<file path="src/sv/led_seq_pkg.sv">
// ----------------------------------------------------------------------------
// led_seq_pkg
// shared constants, codes, reset tables and controller/datapath bundles
// ----------------------------------------------------------------------------
package led_seq_pkg;

   localparam int MODE_COUNT     = 8;
   localparam int STEPS_PER_MODE = 8;

   localparam int MODE_W   = $clog2(MODE_COUNT);
   localparam int STEP_W   = (STEPS_PER_MODE > 1) ? $clog2(STEPS_PER_MODE) : 1;
   localparam int ENTRY_W  = 4;
   localparam int ROW_W    = STEPS_PER_MODE * ENTRY_W;
   localparam int HOLD_W   = 10;
   localparam int MASK_W   = 3;

   localparam int FIRST_SLOT       = 4;
   localparam int INIT_MODES       = 4;
   localparam int PERIOD_UNIT      = 100;
   localparam int MAX_DIGIT        = 9;
   localparam int MAX_DEFINE_STEPS = 8;
   localparam int DEFAULT_PERIOD   = 500;
   localparam int RESET_HOLD       = 400;
   localparam logic [MASK_W-1:0] RESET_MASK = 3'h1;

   typedef enum logic [1:0] {
      ACT_TICK   = 2'd0,
      ACT_BUTTON = 2'd1,
      ACT_SELECT = 2'd2,
      ACT_DEFINE = 2'd3
   } action_type;

   typedef enum logic [1:0] {
      REPLY_NONE   = 2'd0,
      REPLY_OK     = 2'd1,
      REPLY_REJECT = 2'd2
   } reply_type;

   typedef logic [HOLD_W-1:0] period_array_type [8];
   typedef logic [MASK_W-1:0] pattern_array_type [INIT_MODES][4];

   localparam period_array_type PERIOD_INIT = '{
      10'd400, 10'd400, 10'd1000, 10'd100, 10'd500, 10'd500, 10'd500, 10'd500
   };

   localparam pattern_array_type PATTERN_INIT = '{
      '{3'h1, 3'h2, 3'h1, 3'h2},
      '{3'h3, 3'h0, 3'h3, 3'h0},
      '{3'h1, 3'h2, 3'h4, 3'h0},
      '{3'h2, 3'h4, 3'h2, 3'h4}
   };

   typedef struct packed {
      logic accept;
      logic tick_dec;
      logic tick_adv;
      logic next_mode;
      logic select;
      logic define;
      logic check;
      logic load_rsp;
   } cmd_type;

   typedef struct packed {
      action_type action;
      logic       expire;
      logic       found;
   } stat_type;

   // row of a mode as it stands after reset
   function automatic logic [ROW_W-1:0] init_row(input logic [MODE_W-1:0] mode);
      logic [ROW_W-1:0] row;
      row = '0;
      for (int s = 0; s < STEPS_PER_MODE; s++) begin
         if (mode < MODE_W'(INIT_MODES) && s < 4) begin
            row[s*ENTRY_W +: ENTRY_W] = {1'b1, PATTERN_INIT[mode[1:0]][s[1:0]]};
         end
      end
      return row;
   endfunction

   function automatic logic [HOLD_W-1:0] init_period(input int mode);
      logic [HOLD_W-1:0] p;
      if (mode < 8) begin
         p = PERIOD_INIT[mode[2:0]];
      end else begin
         p = HOLD_W'(DEFAULT_PERIOD);
      end
      return p;
   endfunction

endpackage

</file>
<file path="src/sv/led_seq_ram.sv">
// ----------------------------------------------------------------------------
// led_seq_ram
// generic single write port, single read port ram with registered read
// ----------------------------------------------------------------------------
module led_seq_ram #(
   parameter int WIDTH = 32,
   parameter int DEPTH = 8
) (
   input  logic                     clock,
   input  logic                     wr_en,
   input  logic [$clog2(DEPTH)-1:0] wr_addr,
   input  logic [WIDTH-1:0]         wr_data,
   input  logic [$clog2(DEPTH)-1:0] rd_addr,
   output logic [WIDTH-1:0]         rd_data
);

   logic [WIDTH-1:0] mem_ff [DEPTH];
   logic [WIDTH-1:0] rd_data_ff;

   always_ff @(posedge clock) begin
      if (wr_en) begin
         mem_ff[wr_addr] <= wr_data;
      end
      rd_data_ff <= mem_ff[rd_addr];
   end

   assign rd_data = rd_data_ff;

endmodule

</file>
<file path="src/sv/led_seq_ctrl.sv">
// ----------------------------------------------------------------------------
// led_seq_ctrl
// sequencing of one word: command dispatch, mode walk, result handoff
// ----------------------------------------------------------------------------
module led_seq_ctrl
   import led_seq_pkg::*;
(
   input  logic     clock,
   input  logic     reset,
   input  logic     req_tvalid,
   output logic     req_tready,
   output logic     rsp_tvalid,
   input  logic     rsp_tready,
   output cmd_type  cmd,
   input  stat_type stat
);

   typedef enum logic [1:0] {
      ST_IDLE,
      ST_READ,
      ST_CHECK,
      ST_FINISH
   } state_type;

   state_type state_ff, state_in;
   logic      rsp_valid_ff, rsp_valid_in;

   always_comb begin
      cmd      = '0;
      state_in = state_ff;
      case (state_ff)
         ST_IDLE: begin
            if (req_tvalid) begin
               cmd.accept = 1'b1;
               state_in   = ST_FINISH;
               case (stat.action)
                  ACT_TICK: begin
                     if (stat.expire) begin
                        cmd.tick_adv = 1'b1;
                        state_in     = ST_READ;
                     end else begin
                        cmd.tick_dec = 1'b1;
                     end
                  end
                  ACT_BUTTON: begin
                     cmd.next_mode = 1'b1;
                     state_in      = ST_READ;
                  end
                  ACT_SELECT: cmd.select = 1'b1;
                  ACT_DEFINE: cmd.define = 1'b1;
                  default:    cmd.select = 1'b0;
               endcase
            end
         end
         ST_READ: state_in = ST_CHECK;
         ST_CHECK: begin
            cmd.check = 1'b1;
            state_in  = stat.found ? ST_FINISH : ST_READ;
         end
         ST_FINISH: begin
            if (!rsp_valid_ff || rsp_tready) begin
               cmd.load_rsp = 1'b1;
               state_in     = ST_IDLE;
            end
         end
         default: state_in = ST_IDLE;
      endcase
   end

   always_comb begin
      rsp_valid_in = rsp_valid_ff;
      if (cmd.load_rsp) begin
         rsp_valid_in = 1'b1;
      end else if (rsp_tready) begin
         rsp_valid_in = 1'b0;
      end
   end

   always_ff @(posedge clock) begin
      if (reset) begin
         state_ff     <= ST_IDLE;
         rsp_valid_ff <= 1'b0;
      end else begin
         state_ff     <= state_in;
         rsp_valid_ff <= rsp_valid_in;
      end
   end

   assign req_tready = (state_ff == ST_IDLE);
   assign rsp_tvalid = rsp_valid_ff;

endmodule

</file>
<file path="src/sv/led_seq_dp.sv">
// ----------------------------------------------------------------------------
// led_seq_dp
// mode state, pattern rows, hold counter and result register
// ----------------------------------------------------------------------------
module led_seq_dp
   import led_seq_pkg::*;
(
   input  logic              clock,
   input  logic              reset,
   input  cmd_type           cmd,
   output stat_type          stat,
   input  logic [1:0]        action,
   input  logic [3:0]        mode_number,
   input  logic [23:0]       step_colours,
   input  logic [3:0]        step_count,
   input  logic [3:0]        period_digit,
   output logic [MASK_W-1:0] led_mask,
   output logic [2:0]        active_mode,
   output logic [1:0]        reply
);

   logic [MODE_W-1:0] cm_ff, cm_in;
   logic [HOLD_W-1:0] hold_ff, hold_in;
   logic [MASK_W-1:0] shown_ff, shown_in;
   logic [MODE_W-1:0] slot_ff, slot_in;
   logic [STEP_W-1:0] step_ff [MODE_COUNT];
   logic [STEP_W-1:0] step_in [MODE_COUNT];
   logic [HOLD_W-1:0] period_ff [MODE_COUNT];
   logic [HOLD_W-1:0] period_in [MODE_COUNT];
   logic              written_ff [MODE_COUNT];
   logic              written_in [MODE_COUNT];
   logic [1:0]        reply_ff, reply_in;

   logic [MASK_W-1:0] rsp_mask_ff;
   logic [2:0]        rsp_mode_ff;
   logic [1:0]        rsp_reply_ff;

   logic [ROW_W-1:0]   ram_q, row, new_row;
   logic [ENTRY_W-1:0] ent [STEPS_PER_MODE];
   logic [ENTRY_W-1:0] cur_e, zero_e;
   logic [MODE_W-1:0]  cm_next, slot_next;
   logic [STEP_W-1:0]  step_cur, step_next;
   logic [4:0]         count_c;
   logic [3:0]         digit_c;
   logic [HOLD_W-1:0]  new_period;
   logic               mode_ok;

   led_seq_ram #(
      .WIDTH(ROW_W),
      .DEPTH(MODE_COUNT)
   ) u_rows (
      .clock  (clock),
      .wr_en  (cmd.define),
      .wr_addr(slot_ff),
      .wr_data(new_row),
      .rd_addr(cm_ff),
      .rd_data(ram_q)
   );

   assign row    = written_ff[cm_ff] ? ram_q : init_row(cm_ff);
   assign cur_e  = ent[step_cur];
   assign zero_e = ent[0];

   always_comb begin
      for (int s = 0; s < STEPS_PER_MODE; s++) begin
         ent[s] = row[s*ENTRY_W +: ENTRY_W];
      end
   end

   assign step_cur  = step_ff[cm_ff];
   assign step_next = (step_cur == STEP_W'(STEPS_PER_MODE - 1)) ? '0 : step_cur + 1'b1;
   assign cm_next   = (cm_ff == MODE_W'(MODE_COUNT - 1)) ? '0 : cm_ff + 1'b1;
   assign slot_next = (slot_ff == MODE_W'(MODE_COUNT - 1)) ? MODE_W'(FIRST_SLOT)
                                                           : slot_ff + 1'b1;
   assign mode_ok   = ({1'b0, mode_number} < 5'(MODE_COUNT));

   // define clamps
   always_comb begin
      count_c = {1'b0, step_count};
      if (count_c > 5'(MAX_DEFINE_STEPS)) begin
         count_c = 5'(MAX_DEFINE_STEPS);
      end
      if (count_c > 5'(STEPS_PER_MODE)) begin
         count_c = 5'(STEPS_PER_MODE);
      end
      digit_c = (period_digit > 4'(MAX_DIGIT)) ? 4'(MAX_DIGIT) : period_digit;
      new_period = (HOLD_W'(digit_c) + 1'b1) * HOLD_W'(PERIOD_UNIT);
      for (int s = 0; s < STEPS_PER_MODE; s++) begin
         new_row[s*ENTRY_W +: ENTRY_W] = (5'(s) < count_c)
            ? {1'b1, 3'(step_colours >> (3 * s))} : '0;
      end
   end

   always_comb begin
      cm_in      = cm_ff;
      hold_in    = hold_ff;
      shown_in   = shown_ff;
      slot_in    = slot_ff;
      reply_in   = reply_ff;
      step_in    = step_ff;
      period_in  = period_ff;
      written_in = written_ff;

      if (cmd.accept) begin
         reply_in = REPLY_NONE;
      end
      if (cmd.tick_dec) begin
         hold_in = hold_ff - 1'b1;
      end
      if (cmd.tick_adv) begin
         step_in[cm_ff] = step_next;
      end
      if (cmd.next_mode) begin
         cm_in = cm_next;
      end
      if (cmd.select) begin
         if (mode_ok) begin
            cm_in    = MODE_W'(mode_number);
            reply_in = REPLY_OK;
         end else begin
            reply_in = REPLY_REJECT;
         end
      end
      if (cmd.define) begin
         written_in[slot_ff] = 1'b1;
         period_in[slot_ff]  = new_period;
         slot_in             = slot_next;
         reply_in            = REPLY_OK;
      end
      // mode walk over empty steps and empty modes
      if (cmd.check) begin
         if (cur_e[ENTRY_W-1]) begin
            shown_in = cur_e[MASK_W-1:0];
            hold_in  = period_ff[cm_ff];
         end else begin
            step_in[cm_ff] = '0;
            if (zero_e[ENTRY_W-1]) begin
               shown_in = zero_e[MASK_W-1:0];
               hold_in  = period_ff[cm_ff];
            end else begin
               // a mode reached by the walk starts from step 0
               step_in[cm_next] = '0;
               cm_in            = cm_next;
            end
         end
      end
   end

   always_ff @(posedge clock) begin
      if (reset) begin
         cm_ff    <= '0;
         hold_ff  <= HOLD_W'(RESET_HOLD);
         shown_ff <= RESET_MASK;
         slot_ff  <= MODE_W'(FIRST_SLOT);
         reply_ff <= REPLY_NONE;
         for (int m = 0; m < MODE_COUNT; m++) begin
            step_ff[m]    <= '0;
            period_ff[m]  <= init_period(m);
            written_ff[m] <= 1'b0;
         end
      end else begin
         cm_ff      <= cm_in;
         hold_ff    <= hold_in;
         shown_ff   <= shown_in;
         slot_ff    <= slot_in;
         reply_ff   <= reply_in;
         step_ff    <= step_in;
         period_ff  <= period_in;
         written_ff <= written_in;
      end
   end

   always_ff @(posedge clock) begin
      if (cmd.load_rsp) begin
         rsp_mask_ff  <= shown_ff;
         rsp_mode_ff  <= 3'(cm_ff);
         rsp_reply_ff <= reply_ff;
      end
   end

   assign stat.action = action_type'(action);
   assign stat.expire = (hold_ff <= HOLD_W'(1));
   assign stat.found  = cur_e[ENTRY_W-1] | zero_e[ENTRY_W-1];

   assign led_mask    = rsp_mask_ff;
   assign active_mode = rsp_mode_ff;
   assign reply       = rsp_reply_ff;

endmodule

</file>
<file path="src/sv/led_pattern_sequencer_top.sv">
// ----------------------------------------------------------------------------
// led_pattern_sequencer_top
// three-led pattern sequencer over a table of modes with per-mode hold periods
//
//   channel | dir | tdata                               | tuser
//   req     | in  | mode_number, step_colours,          | action
//           |     | step_count, period_digit            |
//   rsp     | out | led_mask, active_mode               | reply
//
// one word at a time: select, define and a tick that does not expire go from
// idle to finish; an expiry or button press repeats read and check for each
// mode tried, then finishes, paced by the registered read of the row memory.
// synchronous reset restores the built-in patterns; no clearing pass.
// a new word is taken while an earlier result still waits in the output
// register; a stalled result holds the block only at the next handoff.
// ----------------------------------------------------------------------------
module led_pattern_sequencer_top
   import led_seq_pkg::*;
(
   input  logic        clock,
   input  logic        reset,
   input  logic        req_tvalid,
   output logic        req_tready,
   input  logic [39:0] req_tdata,  // mode_number, step_colours, step_count, period_digit
   input  logic [1:0]  req_tuser,  // action
   output logic        rsp_tvalid,
   input  logic        rsp_tready,
   output logic [7:0]  rsp_tdata,  // led_mask, active_mode
   output logic [1:0]  rsp_tuser   // reply
);

   cmd_type           cmd;
   stat_type          stat;
   logic [MASK_W-1:0] led_mask;
   logic [2:0]        active_mode;

   led_seq_ctrl u_ctrl (
      .clock     (clock),
      .reset     (reset),
      .req_tvalid(req_tvalid),
      .req_tready(req_tready),
      .rsp_tvalid(rsp_tvalid),
      .rsp_tready(rsp_tready),
      .cmd       (cmd),
      .stat      (stat)
   );

   led_seq_dp u_dp (
      .clock       (clock),
      .reset       (reset),
      .cmd         (cmd),
      .stat        (stat),
      .action      (req_tuser),
      .mode_number (req_tdata[3:0]),
      .step_colours(req_tdata[27:4]),
      .step_count  (req_tdata[31:28]),
      .period_digit(req_tdata[35:32]),
      .led_mask    (led_mask),
      .active_mode (active_mode),
      .reply       (rsp_tuser)
   );

   assign rsp_tdata = {2'b00, active_mode, led_mask};

   // one word in flight
   assert property (@(posedge clock) disable iff (reset)
      (req_tvalid && req_tready) |=> !req_tready)
      else $error("second word taken before the first finished");

   assert property (@(posedge clock) disable iff (reset)
      $fell(req_tready) |-> $past(req_tvalid))
      else $error("controller left idle without a word");

   assert property (@(posedge clock) disable iff (reset)
      $rose(rsp_tvalid) |-> $past(!req_tready))
      else $error("result raised while idle");

endmodule

</file>
<file path="config.mk">
export PLATFORM = sky130hd
export DESIGN_NAME = led_pattern_sequencer_top
export DESIGN_NICKNAME = d
export VERILOG_FILES = /design/src/sv/led_seq_pkg.sv /design/src/sv/led_seq_ram.sv /design/src/sv/led_seq_ctrl.sv /design/src/sv/led_seq_dp.sv /design/src/sv/led_pattern_sequencer_top.sv
export SDC_FILE = /design/constraint.sdc
export NUM_CORES = 1
export LEC_CHECK = 0
export BUFFER_PORTS_ARGS = -buffer_cell sky130_fd_sc_hd__buf_2
export CORE_ASPECT_RATIO = 2
export CORE_MARGIN = 2
export CORE_UTILIZATION = 60
export CTS_CLUSTER_SIZE = 10
export DETAILED_ROUTE_END_ITERATION = 10
export PLACE_DENSITY_LB_ADDON = 0.3
export SETUP_SLACK_MARGIN = 0.5
export SLEW_MARGIN = 20
export SYNTH_ARGS = -nofsm -noshare
export SYNTH_HDL_FRONTEND = slang
export SYNTH_HIERARCHICAL = 1
export SYNTH_SLANG_ARGS = --single-unit
</file>
<file path="constraint.sdc">
create_clock -name clock -period 4.4 [get_ports clock]
set_clock_uncertainty 0.1 [all_clocks]
set_input_delay 0.66 -clock clock [delete_from_list [all_inputs] [get_ports clock]]
set_output_delay 0.66 -clock clock [all_outputs]
set_load 0.01 [all_outputs]
</file>
# [After elaboration in Yosys (flattened, before gate mapping)]
# Memory sizes are Yosys's and may differ from the RTL's. A register that Yosys moved wholly into a read port is not among the register bits.
# Cells that the tools add are included.
[word_totals] output_inout_bits=12 ramBits=256 mem_count=1 inputBits=46 register_bits=144 wordCells=185
[classes] mul=1 muxes=85 magnitude_cmp=22 n_bitwise=11 eq_ne=11 reduce_logical=14 n_addsub=5
[memory_table] memory="u_dp.u_rows.mem_ff" depth=8 word_bits=32 rd=1 rd_ports_with_merged_regs=1 write_ports=1 line_no="led_seq_ram.sv:17" text="logic [WIDTH-1:0] mem_ff [DEPTH];"
[op_table] op="$mux 24" n=4
[op_table] op="$bwmux 80" n=1
[op_table] op="$mux 10" n=7
[op_table] op="$mux 4" n=16
[op_table] op="$and 24x24->24" n=2
[op_table] op="$not 24->24" n=2
[op_table] op="$mux 3" n=15
[op_table] op="$mux 32" n=1
[op_table] op="$bmux 10 s3" n=1
[op_table] op="$demux 10 s3" n=1
[op_table] op="$bmux 12 s2" n=1
[op_table] op="$bwmux 24" n=1
[op_table] op="$mux 12" n=2
[op_table] op="$lt 3x5->1 const A" n=4
[op_table] op="$demux 3 s3" n=2
[op_table] op="$ge 4x4->1 const B" n=4
[op_table] op="$mux 1" n=16
[op_table] op="$mux 2" n=8
[op_table] op="$not 3->4" n=4
[op_table] op="$bmux 4 s3" n=1
[op_table] op="$gt 4x4->1 const B" n=3
[op_table] op="$lt 4x1->1 const B" n=3
[op_table] op="$mux 6" n=2
[op_table] op="$le 10x1->1 const B" n=1
[op_table] op="other kinds (31)" n=47

# [Logic depth before layout (Yosys ltp)]
[depth] word_depth=13 ltp_mapped=15 depth_no_buf=14

# [By module]
# The synthesis kept the hierarchy.
[by_module_without_submodules] module="led_seq_ram" n_inst=1 area_per_inst_um2=10466.3 cells_per_inst=415 seq_area_each_um2=8328.0
[by_module_without_submodules] module="led_seq_dp" n_inst=1 area_per_inst_um2=6844.1 cells_per_inst=800 seq_area_each_um2=2582.5
[by_module_without_submodules] module="led_seq_ctrl" n_inst=1 area_per_inst_um2=209.0 cells_per_inst=30 seq_area_each_um2=60.1
[by_module_without_submodules] module="led_pattern_sequencer_top" n_inst=1 area_per_inst_um2=18.8 cells_per_inst=3 seq_area_each_um2=0.0

# [Least setup slack after synthesis]
# Ideal clock, no wire load.
[synth_timing] path_type="input port to flip-flop" from="input port req_tvalid" to="memory u_dp.u_rows.mem_ff[0][0] (enable)" required_ps=3839 slack_ps=351 cell_stages=6 setup_time_ps=461 n_path_buf=0 arrival_time_ps=3488 path_cell_list="nor2b_2 -> nand2_2 -> inv_2 -> and3_1 -> nand2b_1 -> nor3_1"
[synth_rtl] element="from (decl)" line_no="led_pattern_sequencer_top.sv:22" text="input logic req_tvalid,"
[synth_rtl] element="to (decl)" line_no="led_seq_ram.sv:17"

# [Worst setup path after layout]
[layout_timing] from="register u_dp.cm_ff[2]" to="register u_dp.hold_ff[9]"
[layout_via] elab_chain_cells=10 elab_cells_between_ends=23 cone_classes="1 x order compare; 20 x mux; 2 x bitwise"
[layout_rtl] element="from (decl)" line_no="led_seq_dp.sv:22" text="logic [MODE_W-1:0] cm_ff, cm_in;"
[layout_rtl] element="from (signal assigned)" line_no="led_seq_dp.sv:162" text="cm_ff <= cm_in;"
[layout_rtl] element="$not 3->4 (implied by the code)"
[layout_rtl] element="$bmux 1 s3 or $bmux 3 s3 (tied branches)" line_no="led_seq_dp.sv:60, led_seq_dp.sv:70"
[layout_rtl] element="$mux 1 (implied by the code) or $mux 3 (tied branches) (2 in a row)" line_no="led_seq_dp.sv:60, led_seq_dp.sv:70"
[layout_rtl] element="$mux 32 or $not 3->4 (tied branches)" line_no="led_seq_dp.sv:60, led_seq_dp.sv:61"
[layout_rtl] element="$bmux 4 s3" line_no="led_seq_dp.sv:61" text="assign cur_e = ent[step_cur];"
[layout_rtl] element="$mux 4 (implied by the code) (2 in a row)" line_no="led_seq_dp.sv:61"
[layout_rtl] element="$mux 10 (*)" line_no="led_seq_dp.sv:132" text="if (cur_e[ENTRY_W-1]) begin"
[layout_rtl] element="$mux 10 (*)" line_no="led_seq_dp.sv:131" text="if (cmd.check) begin"
[layout_rtl] element="to (signal assigned)" line_no="led_seq_dp.sv:152" text="hold_ff <= HOLD_W'(RESET_HOLD);"
[layout_rtl] element="to (signal assigned)" line_no="led_seq_dp.sv:163" text="hold_ff <= hold_in;"
[layout_rtl] element="to (decl)" line_no="led_seq_dp.sv:23" text="logic [HOLD_W-1:0] hold_ff, hold_in;"
# Mark *: on every way between the ends. The rest lies on a longest branch, timed or not. The select of a mux whose other input is x is not followed.
# A chain may end at the register's enable or synchronous reset.

==> reports/qor.log <==
INFO  grt            global_route.usage.total=0.260
INFO  worst_setup_path cp.required=4710ps
INFO  clocking       clk-insertion-delay-late=560ps
INFO  status         run_status=finished, final reports clean
INFO  clocking       cts_buffers=47
INFO  grt            vias_in_the_first_global_route=10900
INFO  synth          post_synthesis_sequential_area_ratio=0.626
INFO  detailed_routing antenna_violating_nets_post_route=0
INFO  worst_setup_path cp_max_fo=43
INFO  synth          synth.area.top_cells=sky130_fd_sc_hd__edfxtp_1 (45%), sky130_fd_sc_hd__dfxtp_1 (17%), sky130_fd_sc_hd__mux4_1 (6.0%), sky130_fd_sc_hd__mux4_2 (3.5%), sky130_fd_sc_hd__nor2_1 (3.1%)
INFO  grt            antenna_violations_before_repair=0
INFO  timing         setup_total_negative_slack=0ps
INFO  clocking       cts_clock_pin_slew_for_the_worst_setup_and_hold_paths=60ps
INFO  die            core=28800um2
INFO  worst_hold_path whs_endpoint=u_ctrl/state_ff[0]
INFO  grt            wire_length_of_the_first_global_routing_pass=61.0mm
INFO  layout         antenna_cells=0
INFO  worst_setup_path max_stage_delay=780ps
INFO  clocking       root_buffer=sky130_fd_sc_hd__clkbuf_16
INFO  synth          yosys.area.top_type_share=0.452
INFO  worst_setup_path worstPathBufferInverterCount=1
INFO  detailed_routing route.final.wire_length=39.6mm
INFO  timing         relative_slew_slack=0.376
INFO  clocking       clk_path_buf_depth=3
INFO  detailed_routing detailedRoute.firstIterationViolations=855
INFO  synth          synth_top_flop_cell=sky130_fd_sc_hd__edfxtp_1
INFO  timing         finalWorstPathRequiredPeriod=3740ps
INFO  power_and_ir_drop powerDensity=421nW/um2
INFO  placement      numPortBuffers=51
INFO  placement      gpl.final_weighted_congestion=0.947
INFO  timing         fmax=0.267GHz
INFO  die            num_rows=88
INFO  worst_setup_path cells_on_worst_reg2reg_path=9
INFO  worst_hold_path hold_path_depth=3
INFO  detailed_routing wire_per_inst=23.4um
INFO  synth          postSynthAreaPerCell=14.1um2
INFO  worst_hold_path type_of_the_most_critical_hold_path=input pin to flip-flop
INFO  worst_hold_path hold_start=req_tvalid
INFO  power_and_ir_drop irDropWorstVdd=0.402mV
INFO  layout         fin_cells=1691
INFO  detailed_routing drc=0
INFO  clocking       clock_tree_from_tritoncts=built
INFO  worst_setup_path type_of_origin_of_the_critical_path=flip-flop
INFO  worst_setup_path cp_top_family=compound AO/OA/AOI/OAI gates
INFO  timing         timing.final.hold_violations=0
INFO  worst_setup_path cp-end-kind=flip-flop
INFO  die            dieWidth=125um
INFO  clocking       cts_sink_cnt=416
INFO  timing         final-max-slew-violation-count=0
INFO  synth          syn-cell-area=17500um2
INFO  detailed_routing first_pass_iters=8
INFO  layout         drive_gt1_frac=0.178
INFO  detailed_routing vias_per_cell=6.26
INFO  worst_setup_path worst-setup-path-type=flip-flop to flip-flop
INFO  clocking       cts.htree.levels=2
INFO  die            starting_density=0.608
INFO  placement      post-dp-hpwl=24.3mm
INFO  synth          synth-async-reset-ratio=0
INFO  synth          yosys.cell_types.count=75
INFO  timing         rsz0062_at_grt=false
INFO  worst_setup_path list_of_cells_traversed_by_the_critical_path=mux2i_1 > nand2_1 > a31oi_2 > inv_1 > nand4_1 > and4_1 > o311ai_4 > a211oi_1 > a211oi_1
INFO  layout         final_net_count=1365
INFO  synth          synth_enable_flop_cells=264
INFO  synth          postSynthRegisterBits=416
INFO  layout         fill_cells=2070
INFO  clocking       hold_buffers=0
INFO  worst_setup_path critPathSlowestCell=sky130_fd_sc_hd__dfxtp_4
INFO  flow_run       max_cap_violations=0
INFO  layout         final_core_util=0.674
INFO  worst_setup_path timing.rr.start=u_dp/cm_ff[2]
INFO  worst_setup_path worstReg2RegEnd=u_dp/hold_ff[9]
INFO  timing         hold-worst-slack=274ps
INFO  placement      placed_cell_count=1610
INFO  die            io_pins=58
INFO  power_and_ir_drop total_power=8.20mW
INFO  die            die_h=246um
INFO  timing         setup_violations=0
INFO  timing         fin_crit_sh=0.850
INFO  layout         synthToLayoutAreaGrowth=10.9%
INFO  grt            largest_net_degree_at_the_start_of_global_routing=62
INFO  detailed_routing routed-via-count=10600
INFO  worst_setup_path cp_data_arrival_time=4050ps
INFO  synth          synthesis.yosys.warnings=6
INFO  power_and_ir_drop total_leakage_power=6.60nW
INFO  synth          synthesis.instances=1248
INFO  worst_setup_path critPathMostFrequentCell=sky130_fd_sc_hd__a211oi_1
INFO  synth          synth_top_area_cell=sky130_fd_sc_hd__edfxtp_1
INFO  grt            grt_remaining_overflow=0
INFO  worst_setup_path reg2reg_slack=660ps
INFO  timing         max_slew.worst_pin.slew=932ps
INFO  die            die-area=30700um2
==> state kept, by name, indices dropped and copies added, names as in the netlist, 8 cells and up <==
| name | cells |
|---|---|
| u_dp/written_ff | 8 |
| u_dp/u_rows/mem_ff | 256 |
| u_dp/u_rows/rd_data | 32 |
| u_dp/hold_ff | 10 |
| u_dp/step_ff | 24 |
| u_dp/period_ff | 64 |
==> how the worst max path moves through the flow <==
stage                        startpoint                  to  slack, ps  cells after the start
after floorplan           req_tdata[34]  u_dp/period_ff[59]        710                     13
after global placement    req_tdata[32]  u_dp/period_ff[59]        580                     14
after detailed placement  req_tdata[32]  u_dp/period_ff[59]        540                     14
after CTS                 u_dp/cm_ff[0]    u_dp/step_ff[12]        680                      9
after global routing      u_dp/cm_ff[2]     u_dp/hold_ff[3]        520                     10
final                     u_dp/cm_ff[2]     u_dp/hold_ff[9]        660                      9
==> worst min-delay path: cells and delay by family <==
family	cells	cell delay, ps
buf+inv	1	110
compound gates	1	60
simple gates	1	60
==> layer usage <==
layer  wire length (um)  GRT usage  vias to the layer above  part of all wire
met3               1910     0.0320                      122             0.048
met1              13900      0.282                     5267              0.35
met4               2290      0.147                        0             0.058
li1                   -          -                     4823                 -
met2              21500      0.486                      369              0.54
met5                  0          0                        -                 0
==> power breakdown <==
group | internal (mW) | switching [mW] | leakage [nW]
clock | 1.99 | 1.44 | 0.633
sequential | 4.20 | 0.0476 | 3.63
combinational | 0.200 | 0.316 | 2.33
==> layout make-up <==
type / count / area (um2) / area share
flip-flops and latches: 416 / 11000 / 0.564
multi-input cells: 726 / 6100 / 0.314
clock buffers: 77 / 1290 / 0.0662
repair buffers: 80 / 492 / 0.0253
well taps: 360 / 450 / 0.0232
inverters: 29 / 109 / 0.00560
clock inverters: 3 / 33.8 / 0.00174
==> cell families after synthesis <==
kind of cell               share of synthesized area
buffers and inverters                         0.0307
AOI/OAI and AO/OA                             0.0891
xor gates and xnor gates                     0.00799
DFF                                            0.626
and+or+nand+nor                               0.0829
muxes                                          0.149
other                                       0.000428
adders and majority gates                     0.0140
==> layout by cell type (no fill, tap or decap), types with 28 or more instances in the layout <==
| cell type | n |
|---|---|
| sky130_fd_sc_hd__clkbuf_16 | 47 |
| sky130_fd_sc_hd__mux4_1 | 40 |
| sky130_fd_sc_hd__o21ai_0 | 31 |
| sky130_fd_sc_hd__clkbuf_1 | 30 |
| sky130_fd_sc_hd__mux2_2 | 39 |
| sky130_fd_sc_hd__dfxtp_1 | 149 |
| sky130_fd_sc_hd__nor2b_1 | 28 |
| sky130_fd_sc_hd__buf_4 | 28 |
| sky130_fd_sc_hd__nor2_1 | 139 |
| sky130_fd_sc_hd__nand2_1 | 62 |
| sky130_fd_sc_hd__mux2i_1 | 52 |
| sky130_fd_sc_hd__a21oi_1 | 58 |
| sky130_fd_sc_hd__edfxtp_1 | 264 |
| sky130_fd_sc_hd__buf_2 | 50 |
| sky130_fd_sc_hd__a211o_1 | 39 |
==> metrics by stage <==
stage                     cell area, um2  setup WS, ps
after floorplan                    17600           709
after global placement             18100           578
after detailed placement           18100           542
after CTS                          19400           683
after global routing               19500           523
final                              19500           659
==> repair_timing <==
action	in CTS	in global routing
gates resized for setup	0	2
setup buffers	0	1
setup endpoints to repair	0	19
==> cell usage after synthesis (4+ instances only) <==
library cell,number
sky130_fd_sc_hd__a211o_1,39
sky130_fd_sc_hd__a211oi_1,16
sky130_fd_sc_hd__a211oi_2,4
sky130_fd_sc_hd__a21oi_1,58
sky130_fd_sc_hd__a221oi_1,6
sky130_fd_sc_hd__a22o_1,9
sky130_fd_sc_hd__a22oi_1,5
sky130_fd_sc_hd__a31o_2,9
sky130_fd_sc_hd__and2_1,11
sky130_fd_sc_hd__and3_1,5
sky130_fd_sc_hd__buf_1,10
sky130_fd_sc_hd__buf_2,10
sky130_fd_sc_hd__buf_4,7
sky130_fd_sc_hd__buf_6,13
sky130_fd_sc_hd__clkbuf_1,37
sky130_fd_sc_hd__dfxtp_1,152
sky130_fd_sc_hd__edfxtp_1,264
sky130_fd_sc_hd__ha_1,18
sky130_fd_sc_hd__inv_1,27
sky130_fd_sc_hd__mux2_2,39
sky130_fd_sc_hd__mux2i_1,52
sky130_fd_sc_hd__mux4_1,40
sky130_fd_sc_hd__mux4_2,27
sky130_fd_sc_hd__nand2_1,62
sky130_fd_sc_hd__nand2b_1,8
sky130_fd_sc_hd__nand3_1,12
sky130_fd_sc_hd__nand3b_1,5
sky130_fd_sc_hd__nand4_1,6
sky130_fd_sc_hd__nor2_1,145
sky130_fd_sc_hd__nor2b_1,28
sky130_fd_sc_hd__nor3_1,15
sky130_fd_sc_hd__o21ai_0,31
sky130_fd_sc_hd__xnor2_1,11
sky130_fd_sc_hd__xor2_1,5
(Power assumes the default switching activity.)
